`config.mk`:
```
export PLATFORM = sky130hd
export DESIGN_NAME = bgb_ctrl
export DESIGN_NICKNAME = d
export VERILOG_FILES = /design/src/bgb_pkg.sv /design/src/bgb_ctrl.sv
export SDC_FILE = /design/constraint.sdc
export NUM_CORES = 1
export LEC_CHECK = 0
export BUFFER_PORTS_ARGS = -buffer_cell sky130_fd_sc_hd__buf_4
export CAP_MARGIN = 15
export CORE_AREA = 5 5 42 44
export CTS_CLUSTER_SIZE = 14
export DETAILED_ROUTE_END_ITERATION = 12
export DIE_AREA = 0 0 47 49
export HOLD_SLACK_MARGIN = 0.15
export PLACE_DENSITY = 0.45
export SYNTH_ARGS = -nofsm -noshare
export SYNTH_HDL_FRONTEND = slang
export SYNTH_SLANG_ARGS = --single-unit
```
`constraint.sdc`:
```
create_clock -name i_clk -period 1.3 [get_ports i_clk]
set_clock_uncertainty 0.15 [all_clocks]
set_input_delay 0.065 -clock i_clk [delete_from_list [all_inputs] [get_ports i_clk]]
set_output_delay 0.065 -clock i_clk [all_outputs]
set_load 0.01 [all_outputs]
```
`src/bgb_pkg.sv`:
```
package bgb_pkg;

    // Table geometry
    localparam int GLYPH_COUNT = 128;
    localparam int MAX_GLYPH_W = 8;
    localparam int MAX_GLYPH_H = 8;
    localparam int CODE_W      = $clog2(GLYPH_COUNT);
    localparam int ROW_W       = $clog2(MAX_GLYPH_H);
    localparam int COL_W       = $clog2(MAX_GLYPH_W);
    localparam int ROW_ADDR_W  = CODE_W + ROW_W;
    localparam int ROW_DEPTH   = GLYPH_COUNT * MAX_GLYPH_H;

    // Largest image edge the 12-bit write coordinates can reach
    localparam logic [12:0] OUT_LIMIT = 13'd4096;

    // Configuration register indexes
    localparam logic [2:0] CFG_IMAGE_WIDTH  = 3'd0;
    localparam logic [2:0] CFG_IMAGE_HEIGHT = 3'd1;
    localparam logic [2:0] CFG_COLOR_RED    = 3'd2;
    localparam logic [2:0] CFG_COLOR_GREEN  = 3'd3;
    localparam logic [2:0] CFG_COLOR_BLUE   = 3'd4;

    // Item commands
    typedef enum logic [1:0] {
        CMD_LOAD_META  = 2'd0,
        CMD_LOAD_ROW   = 2'd1,
        CMD_SET_CURSOR = 2'd2,
        CMD_DRAW       = 2'd3
    } t_cmd;

    // Controller states
    typedef enum logic [2:0] {
        S_IDLE,
        S_FETCH,
        S_ROW_RD,
        S_COLS,
        S_FLUSH
    } t_state;

    // Glyph metrics entry, 40 bits
    typedef struct packed {
        logic [3:0] w;
        logic [3:0] h;
        logic [7:0] offx;
        logic [7:0] offy;
        logic [7:0] advx;
        logic [7:0] advy;
    } t_meta;

    // Controller to datapath
    typedef struct packed {
        logic load_meta;
        logic load_row;
        logic set_cursor;
        logic draw_start;
        logic setup;
        logic rd_row;
        logic col_step;
        logic flush;
    } t_dp_cmd;

    // Datapath to controller
    typedef struct packed {
        logic hit;
        logic dim_zero;
        logic col_last;
        logic row_last;
        logic out_free;
    } t_dp_stat;

endpackage

```
`src/bgb_ctrl.sv`:
```
module bgb_ctrl
    import bgb_pkg::*;
(
    input  logic     i_clk,
    input  logic     i_rst_n,
    input  logic     i_in_valid,
    input  logic [1:0] i_cmd,
    output logic     o_in_stall,
    input  t_dp_stat i_stat,
    output t_dp_cmd  o_cmd
);

    t_state r_state;
    t_state n_state;
    logic   accept;

    assign accept = i_in_valid && !o_in_stall;

    // State register
    always_ff @(posedge i_clk) begin
        if (!i_rst_n) begin
            r_state <= S_IDLE;
        end else begin
            r_state <= n_state;
        end
    end

    // Next state
    always_comb begin
        n_state = r_state;
        unique case (r_state)
            S_IDLE: begin
                if (accept && t_cmd'(i_cmd) == CMD_DRAW) begin
                    n_state = S_FETCH;
                end
            end
            S_FETCH: begin
                if (!i_stat.hit) begin
                    n_state = S_IDLE;
                end else if (i_stat.dim_zero) begin
                    n_state = S_FLUSH;
                end else begin
                    n_state = S_ROW_RD;
                end
            end
            S_ROW_RD: begin
                n_state = S_COLS;
            end
            S_COLS: begin
                if (i_stat.out_free && i_stat.col_last) begin
                    n_state = i_stat.row_last ? S_FLUSH : S_ROW_RD;
                end
            end
            S_FLUSH: begin
                if (i_stat.out_free) begin
                    n_state = S_IDLE;
                end
            end
            default: n_state = S_IDLE;
        endcase
    end

    // Outputs
    always_comb begin
        o_cmd      = '0;
        o_in_stall = (r_state != S_IDLE);
        unique case (r_state)
            S_IDLE: begin
                if (accept) begin
                    unique case (t_cmd'(i_cmd))
                        CMD_LOAD_META:  o_cmd.load_meta  = 1'b1;
                        CMD_LOAD_ROW:   o_cmd.load_row   = 1'b1;
                        CMD_SET_CURSOR: o_cmd.set_cursor = 1'b1;
                        CMD_DRAW:       o_cmd.draw_start = 1'b1;
                        default:        o_cmd            = '0;
                    endcase
                end
            end
            S_FETCH:  o_cmd.setup    = i_stat.hit;
            S_ROW_RD: o_cmd.rd_row   = 1'b1;
            S_COLS:   o_cmd.col_step = i_stat.out_free;
            S_FLUSH:  o_cmd.flush    = i_stat.out_free;
            default:  o_cmd          = '0;
        endcase
    end

endmodule

```
Word-level counts from Yosys, hierarchy flattened. Index checks and enable logic that the tools add are counted. Widths: inputs -> output; s select.

$add $sub $neg: 0. $mul: 0. Divide/modulo/power cells: 0. $lt $le $gt $ge: 0. Equality and inequality tests: 10. Shift operators: 0. Muxes and demuxes: 17. Bitwise gates (word level): 0. Reduce and logical (&&, ||, !) cells: 8.

Operators with widths (number): $mux 3 (6); $pmux 3 s5 (1); $mux 8 (1); $pmux 1 s2 (4); $eq 3x2->1 const B (2); $ne 2x2->1 const B (3); $eq 2x2->1 const B (2); $mux 1 (4); $mux 4 (1); $eq 3x1->1 const B (1); $eq 3x3->1 const B (1); $logic_and 1x1->1 (3); $logic_not 3->1 (1); $reduce_and 3->1 (1); $reduce_bool 3->1 (1); $eq 2x1->1 const B (1); $logic_not 2->1 (1); $logic_not 1->1 (1).

Flip-flop bits (word level): 3. Bits in latches: 0. Bits in writable memories: 0. Memory bits (read-only): 0. Input port bits: 10. Output and inout bits: 9. Word-level logic and storage cells: 36. Memories: 0.

Logic depth before layout (Yosys ltp). Gate-level depths: netlist of the first run.

Depth in word-level cells: 6. Gate-level depth with buffers: 4. Gate-level depth less buffers: 3.

Least setup slack after synthesis of the first run. Ideal clock, no wire load.

Kind: register to output. From: register r_state[1]. To: output port o_cmd[6] in the netlist's numbering. Data arrival time: 1001 ps. Required time: 1085 ps. Slack: 84 ps. Stages on the path, launching flop included: 5. Path buffers: 1. Cell sequence: dfxtp_1 buf_6 nor2_2 nand3b_1 nor3b_1.

RTL lines: start: declaration (RTL line bgb_ctrl.sv:13) `t_state r_state;`; start signal: assignment (RTL line bgb_ctrl.sv:24) `r_state <= n_state;`; end: declaration (RTL line bgb_ctrl.sv:10) `output t_dp_cmd o_cmd`.

Worst setup path in the final report of the first run.
From: register r_state[1]. To: output port o_in_stall.

Word-level cells in the longest chain between the ends: 1.

RTL lines: $reduce_bool 3->1 (RTL line bgb_ctrl.sv:66) `o_in_stall = (r_state != S_IDLE);`; end: declaration (RTL line bgb_ctrl.sv:8) `output logic o_in_stall,`.

No other way between the ends.

==> results of run 1 <==
kinds of logic (layout without fill, tap and decap cells):
group	Yosys count	count (layout)	synth area share [%]
AO/OA/AOI/OAI	6	6	16.4
buffers and inverters	2	37	5.97
flip-flops	3	3	23.9
AND/OR/NAND/NOR	19	19	53.7
what timing repair did:
item,CTS,global route
hold endpoints to repair,3,0
pin swaps,4,4
resized for setup,9,3
hold buffers,9,0
setup buffers,2,2
endpoints found under the setup margin,9,7
cell type report:
class | instances | area, um2
tap | 16 | 20.0
clock buffer | 4 | 26.3
inverter | 1 | 3.75
sequential | 3 | 68.8
fill | 152 | 817
timing repair buffer | 32 | 274
multi-input combinational | 25 | 191
metal layers:
| metal | wire length [um] | share of wire (%) | vias up | global-route usage (%) |
|---|---|---|---|---|
| li1 | - | - | 187 | - |
| met1 | 381 | 43 | 162 | 9.43 |
| met2 | 467 | 53 | 12 | 13.3 |
| met3 | 39 | 4.4 | 0 | 1.48 |
| met4 | 0 | 0 | 0 | 6.91 |
| met5 | 0 | 0 | - | 0 |
power groups by stage:
stage	registers, mW	logic, mW	clock network, mW
4_1_cts	0.0950	0.0955	0.171
3_5_place_dp	0.0992	0.0672	0
5_1_grt	0.0951	0.107	0.176
2_1_floorplan	0.0979	0.0253	0
3_3_place_gp	0.0994	0.0690	0
6_report	0.0947	0.0978	0.163
synth_stat cells:
cell,number,area (um2)
and3_1,2,12.5
nor3_1,2,10.0
a21boi_0,1,7.51
nand3b_1,2,15.0
dfxtp_1,3,60.1
and3b_1,1,8.76
nor3b_1,3,22.5
a311oi_1,1,8.76
nand4b_1,1,8.76
buf_6,1,11.3
a21oi_1,1,5.00
and4bb_2,1,12.5
inv_1,1,3.75
and4b_2,1,11.3
o31ai_1,1,7.51
nor2_2,1,6.26
nand2b_1,1,6.26
nand2_1,1,3.75
nor2_1,1,3.75
or3_2,1,7.51
a31oi_1,2,12.5
nor2b_1,1,6.26
stage by stage:
step	area [um2]	setup TNS [ps]	total power, mW	instances	util (%)
global placement	403	0	0.168	64	28.7
global route	584	-1100	0.378	81	41.7
CTS	562	-563	0.362	79	40.1
detailed placement	403	0	0.166	64	28.7
floorplan	251	0	0.123	30	-
finish	584	-691	0.355	81	41.7
worst max-delay path by stage:
stage | cells after the start | to | from
after floorplan | 4 | o_cmd[6] | r_state[1]
after global placement | 4 | o_cmd[6] | r_state[1]
after detailed placement | 4 | o_cmd[6] | r_state[1]
after CTS | 4 | o_cmd[5] | r_state[1]
after global routing | 4 | o_cmd[5] | r_state[1]
final | 3 | o_in_stall | r_state[1]
critical path: cells and delay by family, from the launching register on:
| kind | cells | cell delay (ps) |
|---|---|---|
| buffers and inverters | 2 | 270 |
| AND/OR/NAND/NOR | 1 | 410 |
| flip-flops | 1 | 350 |
==> results.cfg, run 1 <==
[status]
outcome = finished with violations
violations = setup timing

[power_and_ir_drop]
p_int_mw = 0.269
seq_power_share_pct = 26.6
switchingPower_mw = 0.0862
ir_worst_vdd_mv = 0.222
leakagePower_nw = 0.274
clkPwrFrac_pct = 45.8
p_comb_share_pct = 27.5
swShare_pct = 24.3
p_per_area_nw_per_um2 = 608

[drt]
vias = 361
viasPerCell = 4.46
routed_wl_um = 889
drt-initial-drc-count = 0
drt-pass1-iter-count = 1
ant_nets = 0
wl_per_cell_um = 11.0
drcViolationCount = 0

[critical_path]
reg2regPathDepth = 5
crit_chain = buf_4 > or3_2 > buf_6
timing.rr.end = r_state[2]
crit_arrival_ps = 1260
r2r_setup_slack_ps = 20
r2r_start = r_state[1]
crit_path_end_kind = output pin
slowest_delay_ps = 410
critPathLaunchType = register
cp_max_fo = 4
crit_slowest_cell = or3_2
cp.required_ps = 1090
path_class = reg2out

[placed_design]
hpwl_um = 595
place.gp.congestion = 0.698
pre_cts_ws_ps = 56.2
port_buffers = 18

[clocking]
cts_inserted_buffers = 3
cts_sinks = 3
cts_root_buf = clkbuf_4
htree_levels = 1
cts_tree = built
cts.path.max_buffers = 2
cts.reportedPaths.clkPinSlew_ps = 40
clock_latency_ps = 230

[sta]
whs_ps = 192
setup_viol_count_final = 6
period_share_pct = 114
tightest_slew_ps = 201
rsz0062_at_grt = true
fmax_mhz = 676
fin_crit_ps = 1480
slew_violations = 0
worst_slack_ps = -179
hold_violations = 0
relSlewSlack_pct = 86.6

[yosys]
syn_nets = 40
seq_area_frac_synth_pct = 23.9
syn_inst = 30
syn_area_per_cell_um2 = 8.38
ys_ff_latch = 3
ys_types = 22
ys_warn_count = 0
synth_area_um2 = 251

[global_routing]
overflow = 0
track_usage_pct = 8.52
grt_pass1_vias = 354
antenna_found_initial = 0
grt_pass1_wl_mm = 1.43
grt_max_degree = 10

[final_layout]
final_common_cell = buf_4
layout.nets = 76
largest-register = r_state
area_delta_synth_final_pct = 132
top_regs = r_state (3)
final_cell_mix = buf_4, dlygate4sd3_1, clkbuf_4, buf_6
largest_reg_flops = 3
drive_gt1_share_pct = 53.8
antenna_cells = 0

[worst_hold_path]
worstHoldStart = i_stat[4]
hold_depth = 4
hold_path_end = r_state[2]
holdCritPathClass = in2reg

[floorplan]
dieArea_um2 = 2300
ioPinCount = 19
die_h_um = 49
die_x_um = 47
initial_core_util_pct = 17.9
core_area_um2 = 1400
rows = 14

[flow_run]
cap_violations = 0
No activity file was read; power rests on OpenSTA's default activity.
==> run 2: changes to the inputs <==
- CORE_AREA: 5 5 42 44 -> 4 4 41 43
- DIE_AREA: 0 0 47 49 -> 0 0 45 47
==> results.cfg, run 2 (synthesis gave the netlist of run 1 again) <==
[floorplan]
die_x_um = 45
ioPinCount = 19
initial_core_util_pct = 19.3
die_h_um = 47
dieArea_um2 = 2120
rows = 13
core_area_um2 = 1300

[power_and_ir_drop]
p_per_area_nw_per_um2 = 603
ir_worst_vdd_mv = 0.234
leakagePower_nw = 0.279

[status]
outcome = finished with violations
violations = setup timing

[final_layout]
seqCellArea_um2 = 68.8
largest_reg_flops = 3
largest-register = r_state
final_common_cell = buf_4
area_delta_synth_final_pct = 138
finalNonFillerCells = 81
final_util_pct = 46.0
layout.nets = 77
antenna_cells = 0
final_design_area_no_fill_um2 = 598
drive_gt1_share_pct = 54.5
fill_cells = 145
top_regs = r_state (3)
final_cell_mix = buf_4, dlygate4sd3_1, buf_6
multi_input_area_um2 = 195

[sta]
setup_viol_count_final = 6
whs_ps = 261
tightest_slew_ps = 216
relSlewSlack_pct = 85.5
rsz0062_at_grt = true
hold_violations = 0
fmax_mhz = 707
fin_crit_ps = 1420
slew_violations = 0
period_share_pct = 109
worst_slack_ps = -115

[critical_path]
r2r_setup_slack_ps = 130
cp_max_fo = 4
reg2regPathDepth = 4
path_class = reg2out
timing.rr.end = r_state[2]
crit_path_end_kind = output pin
cp.required_ps = 1090
critPathLaunchType = register
r2r_start = r_state[1]
crit_arrival_ps = 1200

[worst_hold_path]
hold_path_end = o_cmd[6]
hold_depth = 3
worstHoldStart = i_cmd[1]
holdCritPathClass = in2out

[clocking]
cts_tree = built
cts.path.max_buffers = 2
cts_sinks = 3
cts.reportedPaths.clkPinSlew_ps = 40
clock_latency_ps = 230
htree_levels = 1
cts_root_buf = clkbuf_4
cts_inserted_buffers = 3

[drt]
routed_wl_um = 957
wl_per_cell_um = 11.8
vias = 377
drcViolationCount = 0
drt-pass1-iter-count = 2
viasPerCell = 4.65
drt-initial-drc-count = 4
ant_nets = 0

[global_routing]
grt_pass1_wl_mm = 1.69
grt_max_degree = 10
grt_pass1_vias = 418
track_usage_pct = 11.3
antenna_found_initial = 0
overflow = 0

[placed_design]
dp.cells = 63
port_buffers = 18
hpwl_um = 607
place.gp.congestion = 0.639
placed_cell_area_um2 = 402

[flow_run]
cap_violations = 0
## run 2: metal layers
metal | wire length, um | vias up | GRT usage (%)
met2 | 517 | 15 | 21.8
met1 | 388 | 174 | 10.6
met4 | 0 | 0 | 7.02
met3 | 51 | 0 | 2.68
met5 | 0 | - | 0
li1 | - | 188 | -
## run 2: layout make-up
type | count | share of cell area [%]
inverter | 1 | 0.628
clock buffer | 4 | 4.39
tap | 15 | 3.14
multi-input combinational | 25 | 32.6
sequential | 3 | 11.5
timing repair buffer | 33 | 47.7
## run 2: critical path, stage by stage, from the launching register on
cell and delay [ps]:
dfxtp_4 360, nor2_4 110, nand3b_1 170, nor3b_2 190, buf_4 140
## run 2: report_power, final
part / internal, mW / switching, mW / leakage (nW) / total, mW
Sequential: 0.0914 / 0.00327 / 0.0263 / 0.0947
Clock: 0.115 / 0.0484 / 0.0150 / 0.163
Combinational: 0.0657 / 0.0367 / 0.238 / 0.102
Total: 0.272 / 0.0883 / 0.279 / 0.360
## run 2: repair_timing
action / 4_1_cts / 5_1_grt
resized for setup: 12 / 2
endpoints found under the hold margin: 3 / 0
hold buffers: 9 / 0
pin swaps: 4 / 1
endpoints found under the setup margin: 9 / 11
buffers inserted: 4 / 1
## run 2: worst max-delay path by stage
stage                           to  startpoint  depth (start not counted)
final                     o_cmd[6]  r_state[1]                          4
after global routing      o_cmd[5]  r_state[1]                          4
after CTS                 o_cmd[6]  r_state[1]                          4
after detailed placement  o_cmd[6]  r_state[1]                          4
after global placement    o_cmd[6]  r_state[1]                          4
after floorplan           o_cmd[6]  r_state[1]                          4
## run 2: metrics by stage
stage | TNS, ps | power [mW] | setup WS, ps
after floorplan | 0 | 0.123 | 84.4
after global placement | 0 | 0.168 | 32.1
after detailed placement | 0 | 0.167 | 30.4
after CTS | -491 | 0.364 | -109
after global routing | -983 | 0.394 | -203
final | -545 | 0.360 | -115
==> run 3: changes to the inputs <==
- CORE_AREA: 4 4 41 43 -> 2 2 39 41
- DIE_AREA: 0 0 45 47 -> 0 0 41 43
- MAX_ROUTING_LAYER: not set -> met4
- clock period: 1.3 -> 1.6 ns (I/O delays scaled with it)
==> results.cfg, run 3 (synthesis gave the netlist of run 1 again) <==
[drt]
wl_per_cell_um = 10.9
drcViolationCount = 0
viasPerCell = 4.54
drt-initial-drc-count = 4
vias = 345
ant_nets = 0
routed_wl_um = 827
drt-pass1-iter-count = 4

[critical_path]
r2r_setup_slack_ps = 170
critPathLaunchType = input port
slowest_delay_ps = 560
crit_chain = dlygate4sd3_1 > buf_4 > a31oi_1 > dlygate4sd3_1 > nor3_1
crit_path_end_kind = register
cp.required_ps = 1570
path_class = in2reg
cp_max_fo = 2
crit_slowest_cell = dlygate4sd3_1
crit_arrival_ps = 1490
cp_common_cell = dlygate4sd3_1
reg2regPathDepth = 3
timing.rr.end = r_state[0]
r2r_start = r_state[1]

[flow_run]
cap_violations = 0

[sta]
worst_slack_ps = 81.7
fmax_mhz = 659
period_share_pct = 94.9
fin_crit_ps = 1520
slew_violations = 0
hold_violations = 0
relSlewSlack_pct = 81.1
final.setup.tns_ps = 0
rsz0062_at_grt = false
tightest_slew_ps = 283
setup_viol_count_final = 0

[power_and_ir_drop]
p_per_area_nw_per_um2 = 556
ir_worst_vdd_mv = 0.268
leakagePower_nw = 0.236

[global_routing]
track_usage_pct = 10.2
grt_max_degree = 12
overflow = 0
gr-usage-met1_pct = 13.4
grt_pass1_wl_mm = 1.19
grtUsageMet2_pct = 13.1
use_met3_pct = 4.71
antenna_found_initial = 0
busiest_layer = met1
grt_pass1_vias = 296

[clocking]
htree_levels = 1
cts_root_buf = clkbuf_4
cts_sinks = 3
cts_tree = built
cts.reportedPaths.clkPinSlew_ps = 40
cts.path.max_buffers = 2
cts_inserted_buffers = 3
clock_latency_ps = 230

[final_layout]
largest_reg_flops = 3
final_cell_mix = buf_4, dlygate4sd3_1, nor3b_1, clkbuf_4
drive_gt1_share_pct = 45.0
top_regs = r_state (3)
area_delta_synth_final_pct = 103
layout.nets = 71
largest-register = r_state
final_common_cell = buf_4
antenna_cells = 0

[status]
outcome = complete, no violations

[floorplan]
die_h_um = 43
die_x_um = 41
ioPinCount = 19
dieArea_um2 = 1760
core_area_um2 = 1380
rows = 14
initial_core_util_pct = 18.2

[placed_design]
port_buffers = 18
hpwl_um = 521
place.gp.congestion = 0.645
pre_cts_ws_ps = 325

[worst_hold_path]
hold_path_end = o_cmd[5]
worstHoldStart = i_cmd[0]
hold_depth = 3
holdCritPathClass = in2out
-- run 3: worst max path at each step --
stage	from	to	slack (ps)
3_5_place_dp	r_state[0]	o_cmd[6]	330
3_3_place_gp	r_state[1]	o_cmd[6]	320
4_1_cts	r_state[1]	o_cmd[6]	30
5_1_grt	i_in_valid	r_state[0]	20
2_1_floorplan	r_state[1]	o_cmd[6]	370
6_report	i_in_valid	r_state[0]	80
-- run 3: timing repair --
action | 4_1_cts | 5_1_grt
setup endpoints to repair | 0 | 4
hold endpoints to repair | 3 | 0
gates resized for setup | 0 | 1
buffers inserted | 0 | 1
hold buffers | 8 | 0
-- run 3: through the flow --
stage          util [%]  instances  cell area (um2)  hold slack [ps]  power (mW)
6_report           36.9         76              510              293       0.284
5_1_grt            36.9         76              510              304       0.303
4_1_cts            36.3         75              502              296       0.290
3_5_place_dp       28.6         63              395              168       0.134
3_3_place_gp       28.6         63              395              171       0.134
2_1_floorplan         -         30              251             44.8       0.100
-- run 3: final cells by class --
cell class	count	area (um2)
fill	156	873
timing repair buffer	27	223
tap	16	20.0
multi-input combinational	25	176
clock buffer	4	26.3
sequential	3	61.3
inverter	1	3.75
-- run 3: layer usage --
metal,share of wire (%),up-vias
li1,-,175
met3,6.8,0
met2,45,13
met4,0,0
met1,48,157
met5,0,-
-- run 3: critical path, delay by kind of cell --
kind                   cells  cell delay (ps)
buffers and inverters      3             1220
AOI/OAI and AO/OA          1              140
and+or+nand+nor            1               50
-- run 3: report_power, final --
group	switching (mW)	internal, mW	leakage, nW
logic	0.0253	0.0447	0.196
clock network	0.0401	0.0935	0.0150
registers	0.00331	0.0767	0.0248
total	0.0687	0.215	0.236
